### config.mk
export PLATFORM = sky130hd
export DESIGN_NAME = greedy_word_wrap
export DESIGN_NICKNAME = d
export VERILOG_FILES = /design/src/hw/rtl/gwr_pkg.sv /design/src/hw/rtl/gwr_datapath.sv /design/src/hw/rtl/gwr_ctrl.sv /design/src/hw/rtl/greedy_word_wrap.sv
export SDC_FILE = /design/constraint.sdc
export NUM_CORES = 1
export LEC_CHECK = 0
export BUFFER_PORTS_ARGS = -buffer_cell sky130_fd_sc_hd__buf_4
export CORE_UTILIZATION = 55
export DETAILED_ROUTE_END_ITERATION = 8
export GPL_TIMING_DRIVEN = 1
export HOLD_SLACK_MARGIN = 0.02
export PLACE_DENSITY_LB_ADDON = 0.12
export SLEW_MARGIN = 30
export SYNTH_ARGS = -nofsm -noshare
export SYNTH_HDL_FRONTEND = slang
export SYNTH_SLANG_ARGS = --single-unit
export TNS_END_PERCENT = 1
### constraint.sdc
create_clock -name clk_i -period 4.3 [get_ports clk_i]
set_clock_uncertainty 0.2 [all_clocks]
set_input_delay 0 -clock clk_i [delete_from_list [all_inputs] [get_ports clk_i]]
set_output_delay 0 -clock clk_i [all_outputs]
set_load 0.01 [all_outputs]
### src/hw/rtl/gwr_pkg.sv
package gwr_pkg;

  localparam int unsigned MaxWord = 32;
  localparam int unsigned IdxW    = $clog2(MaxWord);
  localparam int unsigned CntW    = $clog2(MaxWord + 1);
  localparam int unsigned LineW   = 12;

  localparam logic [LineW-1:0] LineMax      = '1;
  localparam logic [LineW-1:0] LineWidthRst = 12'd80;

  localparam logic [7:0] ChrTab = 8'h09;
  localparam logic [7:0] ChrLf  = 8'h0A;
  localparam logic [7:0] ChrCr  = 8'h0D;
  localparam logic [7:0] ChrSp  = 8'h20;

  typedef enum logic {
    CMD_TEXT = 1'b0,
    CMD_END  = 1'b1
  } cmd_e;

  typedef enum logic [1:0] {
    SEP_NONE = 2'd0,
    SEP_NL   = 2'd1,
    SEP_SP   = 2'd2
  } sep_e;

  typedef enum logic [1:0] {
    OSEL_NL   = 2'd0,
    OSEL_SP   = 2'd1,
    OSEL_WORD = 2'd2
  } out_sel_e;

  // controller -> datapath
  typedef struct packed {
    logic     accept;
    logic     load;
    out_sel_e sel;
    logic     last;
    logic     advance;
    logic     tail_dec;
  } ctrl_cmd_t;

  // datapath -> controller
  typedef struct packed {
    logic in_is_text;
    sep_e sep;
    logic has_word;
    logic word_final;
    logic tail_nz;
    logic tail_final;
    logic out_free;
  } dp_sts_t;

endpackage

### src/hw/rtl/gwr_datapath.sv
module gwr_datapath import gwr_pkg::*; (
  input  logic             clk_i,
  input  logic             rst_ni,
  input  logic             cfg_we_i,
  input  logic [LineW-1:0] cfg_wdata_i,
  input  logic [7:0]       s_axis_tdata,
  input  logic             s_axis_tuser,
  output logic             m_axis_tvalid,
  input  logic             m_axis_tready,
  output logic [7:0]       m_axis_tdata,
  output logic             m_axis_tlast,
  output logic             m_axis_tuser,
  input  ctrl_cmd_t        cmd_i,
  output dp_sts_t          sts_o
);

  logic [7:0]       mem [MaxWord];
  logic [7:0]       rdata_q;
  logic [IdxW-1:0]  idx_q, idx_d;

  logic [LineW-1:0] line_width_q;
  logic [CntW-1:0]  wl_q, wl_d;
  logic [LineW-1:0] ll_q, ll_d;
  logic [1:0]       nrun_q, nrun_d;
  logic             err_q, err_d;
  logic             flag_q, flag_d;
  sep_e             sep_q, sep_d;
  logic [CntW-1:0]  wcnt_q, wcnt_d;
  logic [1:0]       tail_q, tail_d;

  logic             m_valid_q, m_valid_d;
  logic [7:0]       m_data_q;
  logic             m_last_q;
  logic             m_user_q;

  cmd_e             in_cmd;
  logic             is_space;
  logic             has_word;
  logic [LineW:0]   sum_lw;
  logic [LineW:0]   sum_lw1;
  logic [LineW-1:0] ll_sat1;
  logic             nl_sep;
  logic             sp_sep;
  logic [LineW-1:0] ll_flush;
  logic             err_after;
  logic [1:0]       run_inc;
  logic             dbl;
  logic             store_wr;
  logic             out_free;
  logic [7:0]       out_byte;

  assign in_cmd   = cmd_e'(s_axis_tuser);
  assign is_space = (s_axis_tdata == ChrSp) ||
                    (s_axis_tdata >= ChrTab && s_axis_tdata <= ChrCr);

  // flush decision for the pending word
  assign has_word  = (wl_q != '0);
  assign sum_lw    = {1'b0, ll_q} + (LineW+1)'(wl_q);
  assign sum_lw1   = sum_lw + (LineW+1)'(1);
  assign ll_sat1   = (sum_lw1 > {1'b0, LineMax}) ? LineMax : sum_lw1[LineW-1:0];
  assign nl_sep    = has_word && (ll_q != '0) && (sum_lw >= {1'b0, line_width_q});
  assign sp_sep    = has_word && (ll_q != '0) && !nl_sep;
  assign ll_flush  = sp_sep ? ll_sat1 : LineW'(wl_q);
  assign err_after = err_q | (has_word && (LineW'(wl_q) > line_width_q));

  assign run_inc   = nrun_q + 2'((s_axis_tdata == ChrLf) ? 1 : 0);
  assign dbl       = (run_inc == 2'd2);

  assign store_wr  = cmd_i.accept && (in_cmd == CMD_TEXT) && !is_space &&
                     (wl_q < CntW'(MaxWord));

  always_comb begin
    wl_d   = wl_q;
    ll_d   = ll_q;
    nrun_d = nrun_q;
    err_d  = err_q;
    flag_d = flag_q;
    sep_d  = sep_q;
    wcnt_d = wcnt_q;
    tail_d = tail_q;
    if (cmd_i.accept) begin
      if (in_cmd == CMD_END) begin
        sep_d  = nl_sep ? SEP_NL : (sp_sep ? SEP_SP : SEP_NONE);
        wcnt_d = wl_q;
        tail_d = 2'd1;
        flag_d = err_after;
        wl_d   = '0;
        ll_d   = '0;
        nrun_d = '0;
        err_d  = 1'b0;
      end else if (is_space) begin
        sep_d  = nl_sep ? SEP_NL : (sp_sep ? SEP_SP : SEP_NONE);
        wcnt_d = wl_q;
        tail_d = dbl ? 2'd2 : 2'd0;
        flag_d = err_after;
        err_d  = err_after;
        wl_d   = '0;
        nrun_d = dbl ? 2'd0 : run_inc;
        if (dbl) begin
          ll_d = '0;
        end else if (has_word) begin
          ll_d = ll_flush;
        end
      end else begin
        nrun_d = '0;
        if (wl_q < CntW'(MaxWord)) begin
          wl_d = wl_q + CntW'(1);
        end else begin
          err_d = 1'b1;
        end
      end
    end
    if (cmd_i.tail_dec) begin
      tail_d = tail_q - 2'd1;
    end
  end

  always_comb begin
    idx_d = idx_q;
    if (cmd_i.accept) begin
      idx_d = '0;
    end else if (cmd_i.advance) begin
      idx_d = idx_q + IdxW'(1);
    end
  end

  always_ff @(posedge clk_i) begin
    if (store_wr) begin
      mem[wl_q[IdxW-1:0]] <= s_axis_tdata;
    end
    rdata_q <= mem[idx_d];
  end

  always_ff @(posedge clk_i or negedge rst_ni) begin
    if (!rst_ni) begin
      line_width_q <= LineWidthRst;
      wl_q         <= '0;
      ll_q         <= '0;
      nrun_q       <= '0;
      err_q        <= 1'b0;
      flag_q       <= 1'b0;
      sep_q        <= SEP_NONE;
      wcnt_q       <= '0;
      tail_q       <= '0;
      idx_q        <= '0;
      m_valid_q    <= 1'b0;
    end else begin
      if (cfg_we_i) begin
        line_width_q <= cfg_wdata_i;
      end
      wl_q      <= wl_d;
      ll_q      <= ll_d;
      nrun_q    <= nrun_d;
      err_q     <= err_d;
      flag_q    <= flag_d;
      sep_q     <= sep_d;
      wcnt_q    <= wcnt_d;
      tail_q    <= tail_d;
      idx_q     <= idx_d;
      m_valid_q <= m_valid_d;
    end
  end

  // output register
  assign out_free = !m_valid_q || m_axis_tready;

  always_comb begin
    unique case (cmd_i.sel)
      OSEL_NL:   out_byte = ChrLf;
      OSEL_SP:   out_byte = ChrSp;
      OSEL_WORD: out_byte = rdata_q;
      default:   out_byte = ChrLf;
    endcase
  end

  always_comb begin
    m_valid_d = m_valid_q;
    if (cmd_i.load) begin
      m_valid_d = 1'b1;
    end else if (m_axis_tready) begin
      m_valid_d = 1'b0;
    end
  end

  always_ff @(posedge clk_i) begin
    if (cmd_i.load) begin
      m_data_q <= out_byte;
      m_last_q <= cmd_i.last;
      m_user_q <= flag_q;
    end
  end

  assign m_axis_tvalid = m_valid_q;
  assign m_axis_tdata  = m_data_q;
  assign m_axis_tlast  = m_last_q;
  assign m_axis_tuser  = m_user_q;

  assign sts_o.in_is_text = (in_cmd == CMD_TEXT) && !is_space;
  assign sts_o.sep        = sep_q;
  assign sts_o.has_word   = (wcnt_q != '0);
  assign sts_o.word_final = (idx_q == IdxW'(wcnt_q - CntW'(1)));
  assign sts_o.tail_nz    = (tail_q != 2'd0);
  assign sts_o.tail_final = (tail_q == 2'd1);
  assign sts_o.out_free   = out_free;

  a_load_free: assert property (@(posedge clk_i) disable iff (!rst_ni)
    cmd_i.load |-> out_free)
    else $error("output register loaded while occupied");

  a_wl_bound: assert property (@(posedge clk_i) disable iff (!rst_ni)
    wl_q <= CntW'(MaxWord))
    else $error("word length beyond store depth");

  a_nrun_range: assert property (@(posedge clk_i) disable iff (!rst_ni)
    cmd_i.accept |=> nrun_q != 2'd2 && nrun_q != 2'd3)
    else $error("newline run not folded");

endmodule

### src/hw/rtl/gwr_ctrl.sv
module gwr_ctrl import gwr_pkg::*; (
  input  logic      clk_i,
  input  logic      rst_ni,
  input  logic      s_axis_tvalid,
  output logic      s_axis_tready,
  input  dp_sts_t   sts_i,
  output ctrl_cmd_t cmd_o
);

  typedef enum logic [4:0] {
    ST_IDLE = 5'b00001,
    ST_PLAN = 5'b00010,
    ST_SEP  = 5'b00100,
    ST_WORD = 5'b01000,
    ST_TAIL = 5'b10000
  } state_e;

  state_e state_q, state_d;

  assign s_axis_tready = (state_q == ST_IDLE);

  always_comb begin
    state_d        = state_q;
    cmd_o          = '0;
    cmd_o.sel      = OSEL_NL;
    unique case (state_q)
      ST_IDLE: begin
        if (s_axis_tvalid) begin
          cmd_o.accept = 1'b1;
          if (!sts_i.in_is_text) begin
            state_d = ST_PLAN;
          end
        end
      end
      ST_PLAN: begin
        if (sts_i.sep != SEP_NONE) begin
          state_d = ST_SEP;
        end else if (sts_i.has_word) begin
          state_d = ST_WORD;
        end else if (sts_i.tail_nz) begin
          state_d = ST_TAIL;
        end else begin
          state_d = ST_IDLE;
        end
      end
      ST_SEP: begin
        // a separator is always followed by a word byte
        if (sts_i.out_free) begin
          cmd_o.load = 1'b1;
          cmd_o.sel  = (sts_i.sep == SEP_SP) ? OSEL_SP : OSEL_NL;
          state_d    = ST_WORD;
        end
      end
      ST_WORD: begin
        if (sts_i.out_free) begin
          cmd_o.load    = 1'b1;
          cmd_o.sel     = OSEL_WORD;
          cmd_o.advance = 1'b1;
          cmd_o.last    = sts_i.word_final && !sts_i.tail_nz;
          if (sts_i.word_final) begin
            state_d = sts_i.tail_nz ? ST_TAIL : ST_IDLE;
          end
        end
      end
      ST_TAIL: begin
        if (sts_i.out_free) begin
          cmd_o.load     = 1'b1;
          cmd_o.sel      = OSEL_NL;
          cmd_o.tail_dec = 1'b1;
          cmd_o.last     = sts_i.tail_final;
          if (sts_i.tail_final) begin
            state_d = ST_IDLE;
          end
        end
      end
      default: begin
        state_d = ST_IDLE;
      end
    endcase
  end

  always_ff @(posedge clk_i or negedge rst_ni) begin
    if (!rst_ni) begin
      state_q <= ST_IDLE;
    end else begin
      state_q <= state_d;
    end
  end

  a_word_nonempty: assert property (@(posedge clk_i) disable iff (!rst_ni)
    state_q == ST_WORD |-> sts_i.has_word)
    else $error("word emission with empty word");

  a_tail_nonzero: assert property (@(posedge clk_i) disable iff (!rst_ni)
    state_q == ST_TAIL |-> sts_i.tail_nz)
    else $error("tail emission with no newline left");

  a_sep_then_word: assert property (@(posedge clk_i) disable iff (!rst_ni)
    (state_q == ST_SEP && sts_i.out_free) |=> state_q == ST_WORD)
    else $error("separator not followed by word");

endmodule

### src/hw/rtl/greedy_word_wrap.sv
// Channel  Dir  Payload (low bit up)          Marks
// s_axis   in   tdata: in_byte[7:0]           tuser: command (0 text, 1 end of input)
// m_axis   out  tdata: out_byte[7:0]          tlast: last, tuser: too_long
// cfg      in   cfg_wdata_i: line_width[11:0] written when cfg_we_i is high
//
// A text byte that is not whitespace produces no output. A whitespace byte or end of
// input passes a planning state, then emits S separator (0 or 1), W buffered word
// bytes and T trailing newlines (0 to 2), one byte per cycle while m_axis_tready
// allows, through the single output register and the word store's one read port.
// Reset sets line_width to 80 and clears all counts and the error flag.
// A low m_axis_tready holds emission; input is taken only between items.
module greedy_word_wrap import gwr_pkg::*; (
  input  logic             clk_i,
  input  logic             rst_ni,
  input  logic             cfg_we_i,
  input  logic [LineW-1:0] cfg_wdata_i,    // line_width
  input  logic             s_axis_tvalid,
  output logic             s_axis_tready,
  input  logic [7:0]       s_axis_tdata,   // in_byte
  input  logic             s_axis_tuser,   // command
  output logic             m_axis_tvalid,
  input  logic             m_axis_tready,
  output logic [7:0]       m_axis_tdata,   // out_byte
  output logic             m_axis_tlast,
  output logic             m_axis_tuser    // too_long
);

  ctrl_cmd_t cmd;
  dp_sts_t   sts;

  gwr_ctrl u_ctrl (
    .clk_i         (clk_i),
    .rst_ni        (rst_ni),
    .s_axis_tvalid (s_axis_tvalid),
    .s_axis_tready (s_axis_tready),
    .sts_i         (sts),
    .cmd_o         (cmd)
  );

  gwr_datapath u_datapath (
    .clk_i         (clk_i),
    .rst_ni        (rst_ni),
    .cfg_we_i      (cfg_we_i),
    .cfg_wdata_i   (cfg_wdata_i),
    .s_axis_tdata  (s_axis_tdata),
    .s_axis_tuser  (s_axis_tuser),
    .m_axis_tvalid (m_axis_tvalid),
    .m_axis_tready (m_axis_tready),
    .m_axis_tdata  (m_axis_tdata),
    .m_axis_tlast  (m_axis_tlast),
    .m_axis_tuser  (m_axis_tuser),
    .cmd_i         (cmd),
    .sts_o         (sts)
  );

endmodule

==> results by group <==
Outcome
  – Run status: finished with violations
  – Failing checks: DRC

STA
  – Fmax: 244 MHz
  – Worst setup margin: 0.209 ns
  – Worst Max-Slew Pin Slew: 0.820 ns
  – Final setup fails: 0
  – Hold Slack: 0.101 ns
  – Minimum clock period: 4.09 ns
  – Slew Limit Headroom: 45.1%
  – Slew Viols, Final: 0
  – Period utilisation layout: 95.1%
  – Final hold vios: 0

Finish
  – Fin cells: 1724
  – Multi-input gate area: 4860 um^2
  – Final nets: 1426
  – Reg area: 9530 um^2
  – Final instance area: 17400 um^2
  – Most frequent cells in the layout: edfxtp_1 (266), nand2_1 (248), buf_4 (98)
  – Layout cell share with drive strength beyond 1: 13.0%
  – # diodes: 0
  – Filler instances: 1970
  – Area Growth Syn to Fin: 18.4%
  – Most common cell after layout, fill and taps aside: edfxtp_1

Floorplan
  – Die height: 165 um
  – Core box area: 26100 um^2
  – Die area: 27400 um^2
  – Initial Util: 56.2%
  – Ports: 38
  – Die X: 165 um
  – Row Count: 59

Synthesis
  – Netlist cell types: 72
  – Fraction of registers with async set/reset: 16.7%
  – EDFF count, synth: 266
  – Main synth FF type: edfxtp_1
  – Syn. warnings: 0
  – Syn Inst Count: 1227
  – Syn_nets: 1291
  – Mean Syn Cell Area: 12.0 um^2
  – Register area share after synthesis: 64.9%
  – Mapped cell area: 14700 um^2
  – Seq cells post-synth: 329

Route
  – Post-DRT Antenna Nets: 0
  – Met3 Wirelength: 2.24 mm
  – Wirelength per Cell: 20.9 um
  – Routed WL: 36.1 mm
  – Total number of vias: 10100
  – Drt initial violations: 1029
  – WL met2: 16.8 mm
  – # DRC: 4
  – Metal-1 WL: 16.1 mm
  – DR top layer: met4
  – Vias per std cell: 5.88
  – Drt pass-1 iters: 7

GRT
  – Pin count of the biggest net entering global routing: 112
  – First-pass GRT wire length: 55.4 mm
  – GRT Overall Usage: 27.2%
  – Antenna violations before repair: 0
  – Vias in the first global route: 9851
  – Total grt overflow: 0

Critical path
  – Crit path max fanout: 6
  – Worst r2r src: u_datapath.ll_q[0]$_DFFE_PN0P_
  – CP Launch Type: register
  – Critical path arrival: 4.27 ns
  – Data required, critical path: 4.48 ns
  – Critical path class: reg2reg
  – CP Launch Point: u_datapath.ll_q[0]$_DFFE_PN0P_
  – Crit. End Element: register

Pwr
  – Power after layout: 7.43 mW
  – Pleak: 6.48 nW
  – Worst vdd ir: 0.331 mV
  – PwrDens: 427 nW/um^2

Hold path
  – Hold WC Path Type: in2reg
  – Worst min-delay path startpoint: s_axis_tdata[3]

Place
  – Dpl cells: 1607
  – Cell area after placement: 15700 um^2
  – Port bufs: 37
  – DP Wirelength: 22.9 mm
  – Pre-CTS setup slack: -0.0435 ns
  – Placer congestion estimate: 0.853

Clock tree
  – Clock buffer count from CTS: 35
  – H-tree Lvls: 2
  – Clk slew on worst S/H paths: 0.06 ns
  – TritonCTS clock tree: built
  – Num Clock Sinks: 329
  – Max Root-Sink Buffers: 3
  – Clk_lat worst skew: 0.52 ns
  – Root Driver: clkbuf_16

Job
  – Maximum capacitance violations: 0
## final cells by class
type | instances | share of cell area [%]
Multi-Input combinational cell | 812 | 28.0
Clock buffer | 46 | 5.51
Tap cell | 335 | 2.41
Sequential cell | 329 | 54.8
Timing Repair Buffer | 154 | 7.89
Inverter | 30 | 0.662
Clock inverter | 18 | 0.741
## kinds of logic (layout without fill, tap and decap cells)
family / Yosys count / after routing / synth area share, %
simple gates: 506 / 506 / 16.2
mux: 20 / 20 / 1.38
xor+xnor: 31 / 31 / 1.94
flops: 329 / 329 / 64.9
fa+ha+maj: 38 / 38 / 3.29
buf+inv: 86 / 248 / 2.50
compound gates: 217 / 217 / 9.81
## stage by stage
step	util [%]	TNS, ns
final	66.5	0
after global routing	66.5	-0.0861
after CTS	66.3	0
after detailed placement	60.1	-0.0435
after global placement	60.0	0
after floorplan	-	0
## sequential cells by signal (all words and copies together), names as in the netlist, 6 cells and up
name,count
u_datapath.line_width_q,12
u_datapath.ll_q,12
u_datapath.mem,256
u_datapath.wcnt_q,6
u_datapath.m_axis_tdata,8
u_datapath.wl_q,6
u_datapath.rdata_q,8
## worst max-delay path: stages, from the launching register on
cell	delay, ns
dfrtp_1	0.35
ha_1	0.17
inv_1	0.05
fa_1	0.40
nand2b_1	0.20
a211oi_2	0.19
buf_4	0.16
o21ai_0	0.11
and2_1	0.23
ha_1	0.31
a211oi_2	0.27
a211o_1	0.17
a31oi_1	0.06
or3b_4	0.45
or2_4	0.28
nor4_1	0.29
nor3_1	0.10
## metal layers
| layer | vias to the layer above | global-route usage (%) |
|---|---|---|
| met5 | - | 0 |
| met4 | 0 | 8.35 |
| met3 | 56 | 4.95 |
| met2 | 293 | 42.9 |
| met1 | 4981 | 38.6 |
| li1 | 4812 | - |
## path summary, 6_finish.rpt
kind / end / cells after the start / slack, ns
setup / recovery: u_datapath.ll_q[1]$_DFFE_PN0P_ / 16 / 0.21
hold / removal: u_datapath.mem[4][3]$_DFFE_PP_ / 2 / 0.10
setup reg to reg: u_datapath.ll_q[1]$_DFFE_PN0P_ / 16 / 0.21
hold reg to reg: u_datapath.nrun_q[0]$_DFFE_PN0P_ / 2 / 0.29
max in group asynchronous: u_datapath.wl_q[3]$_DFFE_PN0P_ / 4 / 3.19
min in group asynchronous: u_ctrl.state_q[0]$_DFFE_PN1P_ / 3 / 0.42
## cell usage after synthesis (4+ instances only)
| library cell | n | area (um^2) |
|---|---|---|
| edfxtp_1 | 266 | 7990 |
| nand2_1 | 248 | 931 |
| nor2_1 | 68 | 255 |
| nand3_1 | 57 | 285 |
| dfrtp_1 | 52 | 1300 |
| a21oi_1 | 49 | 245 |
| ha_1 | 37 | 463 |
| o21ai_0 | 36 | 180 |
| clkbuf_1 | 33 | 124 |
| inv_1 | 29 | 109 |
| a31oi_1 | 25 | 156 |
| a211oi_1 | 21 | 158 |
| buf_2 | 18 | 90.1 |
| mux2i_1 | 18 | 180 |
| nand4_1 | 17 | 106 |
| o2111ai_1 | 17 | 149 |
| xor2_1 | 16 | 140 |
| and2_1 | 15 | 93.8 |
| nor3_1 | 14 | 70.1 |
| xnor2_1 | 14 | 123 |
| and2_0 | 13 | 81.3 |
| a22oi_1 | 11 | 82.6 |
| nor2b_1 | 11 | 68.8 |
| nor4_1 | 10 | 62.6 |
| a221oi_1 | 9 | 78.8 |
| o21a_1 | 9 | 67.6 |
| a32oi_1 | 8 | 70.1 |
| dfxtp_1 | 8 | 160 |
| nand2b_1 | 6 | 37.5 |
| nand3b_1 | 6 | 45.0 |
| nor4b_1 | 6 | 52.6 |
| or3b_2 | 6 | 52.6 |
| a21o_1 | 5 | 37.5 |
| and3_1 | 5 | 31.3 |
| nor3b_1 | 4 | 30.0 |
| o211ai_1 | 4 | 30.0 |
| o21ai_1 | 4 | 20.0 |
## power breakdown
group	leakage [nW]	internal [mW]	switching [mW]	total (mW)
logic	2.76	0.372	0.618	0.990
clock network	0.526	1.64	1.21	2.85
registers	3.19	3.54	0.0497	3.59
## timing repair
| action | 4_1_cts | 5_1_grt |
|---|---|---|
| gates resized for setup | 1 | 7 |
| hold endpoints to repair | 346 | 0 |
| hold buffers | 51 | 0 |
| setup endpoints to repair | 2 | 6 |
| buffers inserted | 0 | 2 |
| pin swaps | 0 | 4 |
(Power assumes the default switching activity.)
